**config.mk**
```make
export PLATFORM = sky130hd
export DESIGN_NAME = gamepad_actuator_mapper
export DESIGN_NICKNAME = d
export VERILOG_FILES = /design/src/rtl/gam_pkg.sv /design/src/rtl/gamepad_actuator_mapper.sv /design/src/rtl/gam_datapath.sv
export SDC_FILE = /design/constraint.sdc
export NUM_CORES = 1
export LEC_CHECK = 0
export ABC_AREA = 1
export BUFFER_PORTS_ARGS = -buffer_cell sky130_fd_sc_hd__buf_2
export CAP_MARGIN = 20
export CORE_MARGIN = 3
export CORE_UTILIZATION = 56
export CTS_CLUSTER_DIAMETER = 100
export DETAILED_ROUTE_END_ITERATION = 12
export MAX_ROUTING_LAYER = met4
export PLACE_DENSITY = 0.81
export SLEW_MARGIN = 0
export SYNTH_ARGS = -nofsm -noshare
export SYNTH_HDL_FRONTEND = slang
export SYNTH_HIERARCHICAL = 1
export SYNTH_SLANG_ARGS = --single-unit
```
**constraint.sdc**
```tcl
create_clock -name clk -period 10.56 [get_ports clk]
set_input_delay 2.64 -clock clk [delete_from_list [all_inputs] [get_ports clk]]
set_output_delay 2.64 -clock clk [all_outputs]
set_load 0.1 [all_outputs]
```
**src/rtl/gam_pkg.sv**
```systemverilog
package gam_pkg;

    localparam int unsigned CFG_W      = 15;
    localparam int unsigned CFG_IDX_W  = 3;
    localparam int unsigned S_DATA_W   = 24;
    localparam int unsigned M_DATA_W   = 40;

    // register indexes
    localparam logic [CFG_IDX_W-1:0] REG_DEAD_ZONE      = 3'd0;
    localparam logic [CFG_IDX_W-1:0] REG_PRESS_STEP     = 3'd1;
    localparam logic [CFG_IDX_W-1:0] REG_SERVO_LIMIT    = 3'd2;
    localparam logic [CFG_IDX_W-1:0] REG_GRIPPER_STEP   = 3'd3;
    localparam logic [CFG_IDX_W-1:0] REG_GRIPPER_CLOSED = 3'd4;
    localparam logic [CFG_IDX_W-1:0] REG_DPAD_THRESHOLD = 3'd5;
    localparam logic [CFG_IDX_W-1:0] REG_TILT_STEP      = 3'd6;

    // opcodes
    localparam logic [1:0] OP_BUTTON = 2'd0;
    localparam logic [1:0] OP_AXIS   = 2'd1;
    localparam logic [1:0] OP_TICK   = 2'd2;

    // button numbers
    localparam logic [7:0] BTN_ARM_DOWN   = 8'd0;
    localparam logic [7:0] BTN_PAN_UP     = 8'd1;
    localparam logic [7:0] BTN_PAN_DOWN   = 8'd3;
    localparam logic [7:0] BTN_ARM_UP     = 8'd4;
    localparam logic [7:0] BTN_GRIP_CLOSE = 8'd6;
    localparam logic [7:0] BTN_THIRD_UP   = 8'd7;
    localparam logic [7:0] BTN_GRIP_OPEN  = 8'd8;
    localparam logic [7:0] BTN_THIRD_DOWN = 8'd9;

    // axis numbers
    localparam logic [7:0] AXIS_TURN    = 8'd0;
    localparam logic [7:0] AXIS_FORWARD = 8'd1;
    localparam logic [7:0] AXIS_DPAD    = 8'd7;

    // result kinds
    localparam logic KIND_SERVO = 1'b0;
    localparam logic KIND_DRIVE = 1'b1;

    // servo indexes
    localparam logic [2:0] SRV_PAN     = 3'd1;
    localparam logic [2:0] SRV_ARM     = 3'd2;
    localparam logic [2:0] SRV_THIRD   = 3'd3;
    localparam logic [2:0] SRV_GRIPPER = 3'd4;
    localparam logic [2:0] SRV_TILT    = 3'd5;

    // drive directions
    localparam logic [2:0] DIR_STOP       = 3'd0;
    localparam logic [2:0] DIR_FORWARD    = 3'd1;
    localparam logic [2:0] DIR_BACKWARD   = 3'd2;
    localparam logic [2:0] DIR_RIGHT      = 3'd3;
    localparam logic [2:0] DIR_LEFT       = 3'd4;
    localparam logic [2:0] DIR_SPEED_ONLY = 3'd5;

    typedef struct packed {
        logic [14:0] dead_zone;
        logic [6:0]  press_step;
        logic [6:0]  servo_limit;
        logic [6:0]  gripper_step;
        logic [7:0]  gripper_closed;
        logic [14:0] dpad_threshold;
        logic [6:0]  tilt_step;
    } cfg_t;

    localparam cfg_t CFG_RESET = '{
        dead_zone:      15'd4915,
        press_step:     7'd5,
        servo_limit:    7'd80,
        gripper_step:   7'd2,
        gripper_closed: 8'hA6,
        dpad_threshold: 15'd16384,
        tilt_step:      7'd5
    };

    typedef struct packed {
        logic [7:0]  pan;
        logic [7:0]  arm;
        logic [7:0]  third;
        logic [7:0]  grip;
        logic [15:0] tilt;
        logic [16:0] fwd;
        logic [16:0] turn;
        logic        closing;
        logic        opening;
    } state_t;

    typedef struct packed {
        logic        kind;
        logic [2:0]  index;
        logic [15:0] angle;
        logic [2:0]  dir;
        logic [16:0] speed;
    } result_t;

endpackage

```
**src/rtl/gamepad_actuator_mapper.sv**
```systemverilog
// channel   direction  handshake           payload
// s_*       in         s_tvalid/s_tready   event word: control_number, control_value; opcode in s_tuser
// m_*       out        m_tvalid/m_tready   command word, kind in m_tuser
// cfg_*     in         cfg_we              register write, index cfg_addr
//
// While s_tready is high, one event word is accepted per cycle; its command (if any)
// is registered into the output queue, behind any command still queued. A two-entry
// output queue lets a new word in while one command waits.
// s_tready drops only when both queue entries are full, even if m_tready is high then.
// rst_n clears state, flags and queue and loads the register defaults.
module gamepad_actuator_mapper
    import gam_pkg::*;
(
    input  logic                 clk,
    input  logic                 rst_n,
    input  logic                 s_tvalid,
    output logic                 s_tready,
    input  logic [S_DATA_W-1:0]  s_tdata,   // control_number[7:0], control_value[23:8]
    input  logic [1:0]           s_tuser,   // opcode[1:0]
    output logic                 m_tvalid,
    input  logic                 m_tready,
    output logic [M_DATA_W-1:0]  m_tdata,   // servo_index[2:0], servo_angle[18:3],
                                            // drive_direction[21:19], drive_speed[38:22]
    output logic                 m_tuser,   // result_kind[0]
    input  logic                 cfg_we,
    input  logic [CFG_IDX_W-1:0] cfg_addr,
    input  logic [CFG_W-1:0]     cfg_wdata
);

    cfg_t    cfg_reg;
    state_t  st_reg;
    state_t  st_next;
    logic    res_valid;
    result_t res;
    result_t q0_reg;
    result_t q1_reg;
    logic [1:0] cnt_reg;
    logic [1:0] cnt_next;
    logic    accept;
    logic    push;
    logic    pop;
    logic [1:0] slot;

    gam_datapath u_datapath (
        .st        (st_reg),
        .cfg       (cfg_reg),
        .op        (s_tuser),
        .num       (s_tdata[7:0]),
        .val       (s_tdata[23:8]),
        .st_next   (st_next),
        .res_valid (res_valid),
        .res       (res)
    );

    assign s_tready = (cnt_reg != 2'd2);
    assign accept   = s_tvalid && s_tready;
    assign push     = accept && res_valid;
    assign m_tvalid = (cnt_reg != 2'd0);
    assign pop      = m_tvalid && m_tready;
    assign slot     = cnt_reg - {1'b0, pop};
    assign cnt_next = cnt_reg + {1'b0, push} - {1'b0, pop};

    assign m_tuser = q0_reg.kind;
    assign m_tdata = {1'b0, q0_reg.speed, q0_reg.dir, q0_reg.angle, q0_reg.index};

    always_ff @(posedge clk or negedge rst_n)
    begin
        if (!rst_n)
        begin
            cfg_reg <= CFG_RESET;
        end
        else if (cfg_we)
        begin
            case (cfg_addr)
                REG_DEAD_ZONE:      cfg_reg.dead_zone      <= cfg_wdata[14:0];
                REG_PRESS_STEP:     cfg_reg.press_step     <= cfg_wdata[6:0];
                REG_SERVO_LIMIT:    cfg_reg.servo_limit    <= cfg_wdata[6:0];
                REG_GRIPPER_STEP:   cfg_reg.gripper_step   <= cfg_wdata[6:0];
                REG_GRIPPER_CLOSED: cfg_reg.gripper_closed <= cfg_wdata[7:0];
                REG_DPAD_THRESHOLD: cfg_reg.dpad_threshold <= cfg_wdata[14:0];
                REG_TILT_STEP:      cfg_reg.tilt_step      <= cfg_wdata[6:0];
                default: ;
            endcase
        end
    end

    always_ff @(posedge clk or negedge rst_n)
    begin
        if (!rst_n)
        begin
            st_reg  <= '0;
            cnt_reg <= 2'd0;
        end
        else
        begin
            if (accept)
                st_reg <= st_next;
            cnt_reg <= cnt_next;
        end
    end

    // queue payload: shift on pop, then the pushed word lands behind what remains
    always_ff @(posedge clk)
    begin
        if (pop)
            q0_reg <= q1_reg;
        if (push)
        begin
            if (slot == 2'd0)
                q0_reg <= res;
            else
                q1_reg <= res;
        end
    end

endmodule

```
**src/rtl/gam_datapath.sv**
```systemverilog
module gam_datapath
    import gam_pkg::*;
(
    input  state_t      st,
    input  cfg_t        cfg,
    input  logic [1:0]  op,
    input  logic [7:0]  num,
    input  logic [15:0] val,
    output state_t      st_next,
    output logic        res_valid,
    output result_t     res
);

    function automatic logic [7:0] step_up(input logic [7:0] a, input logic [6:0] step,
                                           input logic [6:0] limit);
        logic signed [9:0] v;
        logic signed [9:0] lim;
        v   = $signed({{2{a[7]}}, a}) + $signed({3'b000, step});
        lim = $signed({3'b000, limit});
        return (v < lim) ? v[7:0] : lim[7:0];
    endfunction

    function automatic logic [7:0] step_down(input logic [7:0] a, input logic [6:0] step,
                                             input logic [6:0] limit);
        logic signed [9:0] v;
        logic signed [9:0] lim;
        v   = $signed({{2{a[7]}}, a}) - $signed({3'b000, step});
        lim = -$signed({3'b000, limit});
        return (v > lim) ? v[7:0] : lim[7:0];
    endfunction

    function automatic logic [16:0] abs17(input logic [16:0] x);
        return x[16] ? 17'(-x) : x;
    endfunction

    function automatic logic [16:0] abs18(input logic [17:0] x);
        logic [17:0] m;
        m = x[17] ? 18'(-x) : x;
        return m[16:0];
    endfunction

    function automatic result_t servo_res(input logic [2:0] idx, input logic [15:0] ang);
        result_t sr;
        sr       = '0;
        sr.kind  = KIND_SERVO;
        sr.index = idx;
        sr.angle = ang;
        return sr;
    endfunction

    logic        press;
    logic [16:0] neg_val;
    logic [16:0] val_abs;
    logic [16:0] f;
    logic [16:0] t;
    logic [17:0] l;
    logic [17:0] r;
    logic [16:0] al;
    logic [16:0] ar;
    logic        l_pos, l_neg, r_pos, r_neg;
    logic        idle;
    result_t     drive_res;
    logic signed [9:0] grip_dn;
    logic signed [9:0] grip_up;
    logic [7:0]  grip_dn_sat;
    logic [7:0]  grip_up_sat;
    logic [15:0] tilt_new;

    assign press   = (val != 16'd0);
    assign neg_val = 17'(-$signed({val[15], val}));
    assign val_abs = abs17({val[15], val});

    // drive uses the axis value just written
    assign f = (op == OP_AXIS && num == AXIS_FORWARD) ? neg_val : st.fwd;
    assign t = (op == OP_AXIS && num == AXIS_TURN) ? neg_val : st.turn;
    assign l = {f[16], f} - {t[16], t};
    assign r = {f[16], f} + {t[16], t};
    assign al = abs18(l);
    assign ar = abs18(r);
    assign l_pos = !l[17] && (l != 18'd0);
    assign l_neg = l[17];
    assign r_pos = !r[17] && (r != 18'd0);
    assign r_neg = r[17];
    assign idle  = (abs17(f) < {2'b00, cfg.dead_zone}) && (abs17(t) < {2'b00, cfg.dead_zone});

    always_comb
    begin
        drive_res      = '0;
        drive_res.kind = KIND_DRIVE;
        if (idle)
        begin
            drive_res.dir = DIR_STOP;
        end
        else
        begin
            drive_res.speed = (al > ar) ? al : ar;
            if (l_pos && r_pos)
                drive_res.dir = DIR_FORWARD;
            else if (l_neg && r_neg)
                drive_res.dir = DIR_BACKWARD;
            else if (l_pos && r_neg)
                drive_res.dir = DIR_RIGHT;
            else if (l_neg && r_pos)
                drive_res.dir = DIR_LEFT;
            else
                drive_res.dir = DIR_SPEED_ONLY;
        end
    end

    assign grip_dn     = $signed({{2{st.grip[7]}}, st.grip}) - $signed({3'b000, cfg.gripper_step});
    assign grip_up     = $signed({{2{st.grip[7]}}, st.grip}) + $signed({3'b000, cfg.gripper_step});
    assign grip_dn_sat = (grip_dn < -10'sd128) ? 8'h80 : grip_dn[7:0];
    assign grip_up_sat = (grip_up > 10'sd127) ? 8'h7F : grip_up[7:0];

    assign tilt_new = val[15] || !press ? st.tilt - {9'd0, cfg.tilt_step}
                                        : st.tilt + {9'd0, cfg.tilt_step};

    always_comb
    begin
        st_next   = st;
        res_valid = 1'b0;
        res       = '0;
        case (op)
            OP_BUTTON:
            begin
                case (num)
                    BTN_GRIP_CLOSE:
                    begin
                        st_next.closing = (val == 16'd1);
                        st_next.opening = 1'b0;
                    end
                    BTN_GRIP_OPEN:
                    begin
                        st_next.opening = (val == 16'd1);
                        st_next.closing = 1'b0;
                    end
                    BTN_ARM_UP, BTN_ARM_DOWN:
                    begin
                        if (press)
                        begin
                            st_next.arm = (num == BTN_ARM_UP)
                                ? step_up(st.arm, cfg.press_step, cfg.servo_limit)
                                : step_down(st.arm, cfg.press_step, cfg.servo_limit);
                            res_valid = 1'b1;
                            res = servo_res(SRV_ARM, {{8{st_next.arm[7]}}, st_next.arm});
                        end
                    end
                    BTN_PAN_UP, BTN_PAN_DOWN:
                    begin
                        if (press)
                        begin
                            st_next.pan = (num == BTN_PAN_UP)
                                ? step_up(st.pan, cfg.press_step, cfg.servo_limit)
                                : step_down(st.pan, cfg.press_step, cfg.servo_limit);
                            res_valid = 1'b1;
                            res = servo_res(SRV_PAN, {{8{st_next.pan[7]}}, st_next.pan});
                        end
                    end
                    BTN_THIRD_UP, BTN_THIRD_DOWN:
                    begin
                        if (press)
                        begin
                            st_next.third = (num == BTN_THIRD_UP)
                                ? step_up(st.third, cfg.press_step, cfg.servo_limit)
                                : step_down(st.third, cfg.press_step, cfg.servo_limit);
                            res_valid = 1'b1;
                            res = servo_res(SRV_THIRD, {{8{st_next.third[7]}}, st_next.third});
                        end
                    end
                    default: ;
                endcase
            end
            OP_AXIS:
            begin
                case (num)
                    AXIS_FORWARD, AXIS_TURN:
                    begin
                        st_next.fwd  = f;
                        st_next.turn = t;
                        res_valid    = 1'b1;
                        res          = drive_res;
                    end
                    AXIS_DPAD:
                    begin
                        if (val_abs >= {2'b00, cfg.dpad_threshold})
                        begin
                            st_next.tilt = tilt_new;
                            res_valid    = 1'b1;
                            res          = servo_res(SRV_TILT, tilt_new);
                        end
                    end
                    default: ;
                endcase
            end
            OP_TICK:
            begin
                if (st.closing && ($signed(st.grip) > $signed(cfg.gripper_closed)))
                begin
                    st_next.grip = grip_dn_sat;
                    res_valid    = 1'b1;
                    res          = servo_res(SRV_GRIPPER, {{8{grip_dn_sat[7]}}, grip_dn_sat});
                end
                else if (st.opening && st.grip[7])
                begin
                    st_next.grip = grip_up_sat;
                    res_valid    = 1'b1;
                    res          = servo_res(SRV_GRIPPER, {{8{grip_up_sat[7]}}, grip_up_sat});
                end
            end
            default: ;
        endcase
    end

endmodule
```
Word level (Yosys, flattened, before mapping)
Index checks and enable logic that the tools add are counted.
{"block": "word_totals", "register_bits": 232, "inputBits": 49, "out_inout_bits": 43, "word_cells": 176}
{"block": "op_classes", "add_sub_neg": 22, "n_lt_le_gt_ge": 13, "eq_ne": 17, "mux": 48, "bitwise": 1, "n_reduce_logical": 48}
{"operator": "$pmux 40 s3", "n": 2}
{"operator": "$mux 40", "n": 4}
{"operator": "$mux 17", "n": 9}
{"operator": "$mux 8", "n": 13}
{"operator": "$neg 17->17", "n": 5}
{"operator": "$pmux 40 s2", "n": 1}
{"operator": "$mux 39", "n": 2}
{"operator": "$mux 38", "n": 2}
{"operator": "$mux 37", "n": 1}
{"operator": "$add 8x8->9", "n": 4}
{"operator": "$reduce_bool 18->1", "n": 2}
{"operator": "$sub 8x8->9", "n": 4}
{"operator": "$lt 17x15->1", "n": 2}
{"operator": "$gt 10x10->1", "n": 3}
{"operator": "$lt 10x8->1", "n": 3}
{"operator": "$eq 8x3->1 const B", "n": 3}
{"operator": "$add 17x17->18", "n": 1}
{"operator": "$sub 17x17->18", "n": 1}
{"operator": "$ge 17x15->1", "n": 1}
{"operator": "$gt 17x17->1", "n": 1}
{"operator": "$neg 16->17", "n": 1}
{"operator": "$add 16x7->16", "n": 1}
{"operator": "$eq 16x1->1 const B", "n": 1}
{"operator": "$eq 8x4->1 const B", "n": 2}
{"operator": "35 further kinds", "n": 80}

Depth between registers and ports, before layout
Gate-level depths: netlist (run 1).
{"block": "depth", "word_depth": 16, "mapped_depth": 45, "depth_no_buf": 43}

Hierarchy
Netlist (run 1), hierarchy kept.
{"module": "gam_datapath", "instances": 1, "cells_per_inst": 2363, "area_each_um2": 13475.4, "seq_area_each_um2": 0.0}
{"module": "gamepad_actuator_mapper", "instances": 1, "cells_per_inst": 959, "area_each_um2": 8799.7, "seq_area_each_um2": 5829.3}

Least setup slack after synthesis (run 1)
Ideal clock, no wire load.
{"block": "synth_timing", "kind": "input to register", "start": "in s_tdata[9]", "end": "reg q1_reg[1] (netlist name) (data pin)", "setup_ns": 0.262, "arrival_ns": 7.825, "required_ns": 10.298, "slack_ns": 2.474, "path_stages": 36, "path_buffers": 5, "cell_sequence": "inv_1 -> ha_1 -> clkbuf_1 -> nand2_1 -> nor2_2 -> inv_1 -> nor2_1 -> inv_1 -> ha_1 -> nand2_1 -> o21ai_0 -> inv_1 -> clkbuf_1 -> ha_1 -> clkinv_1 -> a211oi_1 -> nand2_1 -> nand2_1 -> nand2_4 -> buf_6 -> nand2_1 -> xor2_1 -> inv_1 -> ha_1 -> nand2_1 -> inv_1 -> o21ai_0 -> a21oi_1 -> a2111oi_0 -> nand3_1 -> nand2_1 -> clkbuf_1 -> clkbuf_1 -> nand2_1 -> o21ai_1 -> nor2_1"}
{"item": "start, declared", "line": "gamepad_actuator_mapper.sv:18", "source": "input logic [S_DATA_W-1:0] s_tdata,"}
{"item": "end signal, assigned", "line": "gamepad_actuator_mapper.sv:112", "source": "q1_reg <= res;"}
{"item": "end, declared", "line": "gamepad_actuator_mapper.sv:36", "source": "result_t q1_reg;"}

==> results of run 1 <==
-- stage by stage --
| step | setup WS [ns] | instance area (µm²) | util, % | hold slack [ns] | cells |
|---|---|---|---|---|---|
| final | 1.96 | 24000 | 61.5 | 0.469 | 3908 |
| after global routing | 1.34 | 24000 | 61.5 | 0.498 | 3908 |
| after CTS | 1.99 | 24000 | 61.5 | 0.468 | 3908 |
| after detailed placement | 1.47 | 23000 | 59.1 | 0.454 | 3856 |
| after global placement | 1.73 | 23000 | 59.0 | 0.446 | 3855 |
| after floorplan | 2.47 | 22300 | - | 0.434 | 3322 |
-- synth_stat cells (all sizes together), types with 2 or more instances --
master   instances
edfxtp          40
xor2           102
clkbuf          41
nor2           203
o21a            10
dfrtp          133
a31oi            7
nand4           24
ha             227
fa              10
buf             48
a221oi           2
a21boi          13
o22ai            5
xnor2           17
nand2         1194
o21ai          252
nor4             5
o21bai          24
o311ai           3
o2111ai          3
nor3            33
clkinv           4
inv            442
nand3          183
dfxtp           40
a211oi           6
o211ai          12
or2              9
a21oi          173
a21o             8
o31ai            8
dfstp           19
nand3b           9
a22o             6
-- worst paths after layout --
check                                          to  cells after the start                    from  slack (ns)
setup / recovery              m_tdata[35]$_DFF_P_                     33              s_tdata[8]        1.96
setup reg to reg              m_tdata[35]$_DFF_P_                     35   st_reg[2]$_DFFE_PN0P_        5.14
hold reg to reg            st_reg[35]$_DFFE_PN0P_                      2  st_reg[35]$_DFFE_PN0P_        0.47
max in group asynchronous  st_reg[33]$_DFFE_PN0P_                      2                   rst_n        6.95
hold / removal             st_reg[35]$_DFFE_PN0P_                      2  st_reg[35]$_DFFE_PN0P_        0.47
min in group asynchronous    cnt_reg[1]$_DFF_PN0_                      1                   rst_n        2.11
-- layout make-up --
| cell class | instances | area, µm² | area share (%) |
|---|---|---|---|
| Timing Repair Buffer | 105 | 582 | 2.42 |
| Sequential cell | 232 | 5830 | 24.3 |
| Clock buffer | 38 | 779 | 3.25 |
| Clock inverter | 14 | 186 | 0.777 |
| Inverter | 446 | 1680 | 6.98 |
| Multi-Input combinational cell | 2555 | 14300 | 59.6 |
| Tap cell | 518 | 648 | 2.70 |
-- worst min-delay path: stages, from the launching register on --
cell and delay, ns:
sky130_fd_sc_hd__dfrtp_1 0.33, sky130_fd_sc_hd__nand2_1 0.05, sky130_fd_sc_hd__nand2_1 0.05
-- per-layer routing --
metal,GRT usage (%),up-vias,wire [µm]
li1,-,10753,-
met1,43.3,9759,28500
met2,43.5,784,25600
met3,4.62,75,5470
met4,5.71,0,1220
met5,-,-,0
-- cells by family after synthesis --
group,synth area share [%]
simple gates,31.6
compound gates,13.7
buf+inv,9.70
fa+ha+maj,13.6
flops,26.2
xor+xnor,5.05
other cells,0.0168
mux,0.0449
==> out/summary.md, run 1 <==
The flow ran to the end, and the final reports show no timing, DRC or antenna violations. Counting along the longest clock path gives a buffer depth of 3. Average cell area after synthesis: 6.71 µm².

In this run the vertical extent of the chip is 205 µm. The number of vias after detailed routing is 21371. TritonCTS built the clock tree. The slowest cell on the critical path was sky130_fd_sc_hd__nand2_2. The number of gates resized after CTS was 0. The number of max-slew violations in the final report is 0. For the via count of the first global-routing pass, the log shows 19255. The kind of start point of the critical path is a primary input.

The placeable core region was 39000 µm²; the aggregate global routing overflow was 0. The clock-pin slew on the worst setup and hold paths is 0.06 ns, and the unique cell type count in the Yosys netlist is 68. The die covers 42200 µm². Entering global routing, the biggest net connects 85 pins. The run gives 0.56 ns as the clock network latency to the later pin of the worst-skew pair. The tools report the CTS root buffer as sky130_fd_sc_hd__clkbuf_16. In the final layout, the share of cells above drive strength 1 is 9.23%.

Number of enable flip-flop cells after synthesis: 40. The run gives 28 as the number of CTS-inserted buffers. The congestion estimate from routability-driven global placement came to 1.01. Sorting the synthesized cells by area gives the leading types as sky130_fd_sc_hd__nand2_1 19%, sky130_fd_sc_hd__dfrtp_1 15%, sky130_fd_sc_hd__ha_1 13%.

Along the worst path, the maximum fanout reaches 21. The combined buffer and inverter count along the critical path works out to 9. The top cell type's share of synthesized area came out at 19.1%.

The initial utilization of the core area, before any placement, comes to 57.1%. For the total of hold buffers inserted after clock tree synthesis, the log shows 0. Of the synthesized area, sequential elements account for 26.2%.

Kind of cell adding the most delay to the critical path: simple AND/OR/NAND/NOR gates. The run gives 116 MHz as the highest attainable clock frequency. In the final timing run, aggregate negative setup slack is 0 ns.

Dividing the detail-routed via count by the number of cells gives 5.47. Leaving out fill and tap cells, the most frequent cell in the layout is sky130_fd_sc_hd__nand2_1. The run gives 9.10 ns as the arrival time of the worst setup path. The total clock sinks is 232. The H-tree depth came out at 1. After synthesis, the share of flip-flops with an asynchronous set or reset is 65.5%. The dominant synthesized flop cell was sky130_fd_sc_hd__dfrtp_1. After detailed routing, the average wire length per cell comes to 15.6 µm. The first detailed-routing pass ran for 5 iterations. The number of warnings reported in the yosys synthesis log came out at 6. Setup repair after global routing left no endpoint under its margin.

Relative to the synthesized area, the layout overhead comes to 7.78%. After the last flow step, the layout net total stands at 3654. The post-route fraction of the period consumed by the critical path is 81.5%. Stage delay of the slowest cell on the critical path: 0.54 ns. The first global-routing pass estimated 98.8 mm of wire.

For this run, design rule violations remaining after detail routing come to 0. Post-detailed-routing wire length: 60.8 mm. The number of antenna diodes was 0; the number of DRC markers after the initial detailed-route iteration was 1860.

Synthesis produced a netlist whose cell count is 3322. Total of flip-flops plus latches after synthesis: 232. The smallest clock period supported by the final layout is computed as 8.60 ns.

The number of top-level design ports was 92. At the pin with the least slew margin, the transition time is 1.00 ns. The synthesized netlist occupies a cell area of 22300 µm².

The count of nets left with antenna violations once routing finished came out at 0. For the worst setup skew after layout, the log shows 0.0167 ns. In the layout the commonest cells are 1135 x sky130_fd_sc_hd__nand2_1, 428 x sky130_fd_sc_hd__inv_1, 231 x sky130_fd_sc_hd__o21ai_0. The hold violation total from the final report is 0. The count of buffers from port buffering works out to 90. Once detailed placement completed, the half-perimeter wirelength came to 46.9 mm.

Once the clock tree was built, the setup fixing pass inserted 0 buffers. When the netlist entered floorplanning its net count stood at 3608. After filler insertion, the fill cell instance count of the layout stands at 3666. The critical path in this run is classified as in2reg. In this run the tightest slew margin relative to its limit is 33.1%.

The number of antenna violations at the first check in global routing is 0. The floorplan has 72 rows. The tools report the critical path required time as 11.05 ns.

Type of the worst min-delay path: reg2reg. The worst setup path is captured at a flip-flop. Across every metal layer, demand over resource in global routing totals 29.5%. The count of max-cap constraint violations came out at 0. Most common cell type on the critical path: sky130_fd_sc_hd__inv_1. The number of setup violations in the final report is 0. The biggest area contributor in the post-synthesis netlist is sky130_fd_sc_hd__nand2_1.

The register with the most flip-flops in the layout has 84 of them. The die span in x is 205 µm.
Power of run 1 is not shown: default switching activity piles up to over one toggle a cycle in this logic, so the estimate is an artifact.
==> run 2, diff against run 1 <==
- clock period: 10.56 -> 8.4 ns (I/O delays scaled with it)
==> run 2 against run 1 <==
Effect of this change:
- setup slack worse by 1.3 ns
- design area grew 0.35%
- global-route usage fell by 0.75 points
- critical endpoint is now q1_reg[16]$_DFFE_PP_
- register-to-register slack worse by 2.2 ns
- highest routed layer unchanged
- die area unchanged
- count of clock-buffer cells in the layout is 3 lower
- utilization grew 0.22 points
- final cell count is 0.13% higher
- first-iteration DRC count down 0.32%
==> out/summary.md, run 2 (synthesis results as in run 1) <==
For this run the aggregate overflow at the end of global routing stands at 0. The number of antenna diodes is 0, and the remaining max-slew budget at the tightest pin is 28.2%. Total clock sinks: 232.

The floorplan die height works out to 205 µm. For met1 alone, demand over resource in global routing was 41.8%. Global routing used 28.8% of the available tracks across all layers. Setup repair after global routing left no endpoint under its margin. Port buffering added 90 buffers. Layout overhead on the synthesized area: 8.16%.

The capture point of the worst reg-to-reg path was q1_reg[16]$_DFFE_PP_. The H-tree depth is 1, and the sum of net half-perimeters after detailed placement is 46.0 mm. Across the run, the number of max-cap violations was 0.

The slowest cell on the critical path was sky130_fd_sc_hd__a2111oi_0. The worst hold path was traced through 2 stages. Row generation in the floorplan step produced 72 rows. The count of unresolved DRC violations after routing came out at 0. The clock-pin slew on the worst setup and hold paths was 0.06 ns; the met3 usage was 4.16%. The startpoint identified for the worst hold timing path is st_reg[15]$_DFFE_PN0P_. The startpoint identified for the worst register-to-register timing path is st_reg[2]$_DFFE_PN0P_. The worst setup skew after layout is 0.0155 ns, and the met2 track demand over resource in global routing is 42.9%. The tools report the number of antenna violations at the first check in global routing as 0. The worst hold path terminates at st_reg[15]$_DFFE_PN0P_.

Counting I/O delays and the setup requirement, the final critical path takes 7.79 ns. The run gives 0 as the hold violation total from the final report. Data on the critical path is required at its endpoint by 8.70 ns. The final net count is 3661. In the final routed layout, each cell accounts on average for 15.3 µm. Setup violations remaining at the end of the flow were counted as 0. The number of fillers in the final layout was 3708; the number of top-level design ports was 92.

Leaving out fill and tap cells, the most frequent cell in the layout is sky130_fd_sc_hd__nand2_1. The tightest min-delay check is of the reg2reg type. The root buffer cell chosen for the clock tree is sky130_fd_sc_hd__clkbuf_16. The die span in x was 205 µm; the floorplan die area was 42200 µm². The detail route stage leaves a number of antenna-violating nets equal to 0. The register with the most flip-flops in the layout has 84 of them. Post-detailed-routing wire length: 59.7 mm.

The number of vias after detailed routing was 21391. The worst setup path is captured at a flip-flop. For the pin with the worst max-slew slack, the measured transition is 1.08 ns.

The worst setup path is launched from a primary input. Once the floorplan was initialized, standard cells occupied 57.1% of the core. Timing would allow up to 128 MHz.

The flow ran to the end, and the final reports show no timing, DRC or antenna violations. Dividing the final minimum period by the clock period gives 92.7%. In this run, post-CTS repair resized a total of 0 instances. By startpoint and endpoint, the worst setup path is classified as in2reg. For the final weighted congestion of routability-driven global placement, the log shows 0.989. Setup total negative slack on the finished layout was measured at 0 ns. For this block, the initial DRC count from the detailed router was 1854. The setup check on the worst reg-to-reg path leaves a slack of 2.93 ns. TritonCTS built the clock tree. Stage delay of the slowest cell on the critical path: 0.56 ns. In this run the deepest clock path goes through 3 buffers. First-pass iteration count of the detailed router: 5.

The fraction of layout instances using a drive strength above 1 works out to 9.51%. The via count of the first global-routing pass was 19266. Of all nets on the critical path, the largest fanout is 23. The length in cells of the worst reg-to-reg path was 35; the routed via count divided by cell count was 5.47.

Entering global routing, the biggest net connects 78 pins. The logs give 39000 µm² for the placeable core region and 96.6 mm for the wire length of the first global-routing pass. After clock tree synthesis, the setup repair step added 0 buffers. TritonCTS created 27 clock buffers. In this run the most used layer during global routing was met2. In this run, post-CTS hold repair placed 0 buffers.

At the worst endpoint, the arrival time is 8.09 ns. Clock latency on the worst-skew pair, taken at its later pin, is 0.54 ns. The library cells used most frequently in the layout, excluding fill and tap cells, are 1135 x sky130_fd_sc_hd__nand2_1, 428 x sky130_fd_sc_hd__inv_1, 231 x sky130_fd_sc_hd__o21ai_0. The run gives 0 as the number of max-slew violations in the final report.
run 2: how the worst max path moves through the flow:
stage                from              endpoint  depth (start not counted)
3_5_place_dp   s_tdata[8]  q1_reg[16]$_DFFE_PP_                         36
4_1_cts        s_tdata[8]  q1_reg[16]$_DFFE_PP_                         36
2_1_floorplan  s_tdata[9]   q1_reg[1]$_DFFE_PP_                         36
3_3_place_gp   s_tdata[8]  q1_reg[16]$_DFFE_PP_                         36
5_1_grt        s_tdata[8]   m_tdata[38]$_DFF_P_                         38
6_report       s_tdata[8]  q1_reg[16]$_DFFE_PP_                         36
run 2: final cells by class:
| type | instances | area, µm² | share of cell area, % |
|---|---|---|---|
| tap | 518 | 648 | 2.69 |
| clock inverter | 14 | 238 | 0.987 |
| inverter | 446 | 1680 | 6.96 |
| clock buffer | 35 | 766 | 3.18 |
| multi-input combinational | 2555 | 14300 | 59.4 |
| sequential | 232 | 5830 | 24.2 |
| timing repair buffer | 113 | 629 | 2.61 |
run 2: stage by stage:
step	setup slack (ns)	instance area, µm²	hold slack, ns	utilization, %	cells
after CTS	0.672	24100	0.467	61.8	3913
after detailed placement	0.111	23100	0.453	59.2	3864
after floorplan	0.854	22300	0.434	-	3322
after global routing	0.162	24100	0.489	61.8	3913
final	0.610	24100	0.466	61.8	3913
after global placement	0.247	23100	0.449	59.2	3864
run 2: worst max-delay path, delay by kind of cell:
family | cells | cell delay, ns
XOR/XNOR | 1 | 0.25
AO/OA/AOI/OAI | 5 | 1.32
AND/OR/NAND/NOR | 14 | 1.64
adder cells (fa/ha/maj) | 4 | 1.39
buffers and inverters | 12 | 1.36
run 2: layer usage:
layer / routed length [µm] / share of wire, %
met1: 27900 / 47
met2: 25500 / 43
met3: 5080 / 8.5
met4: 1180 / 2.0
met5: 0 / 0
Power of run 2 is left out for the same reason.
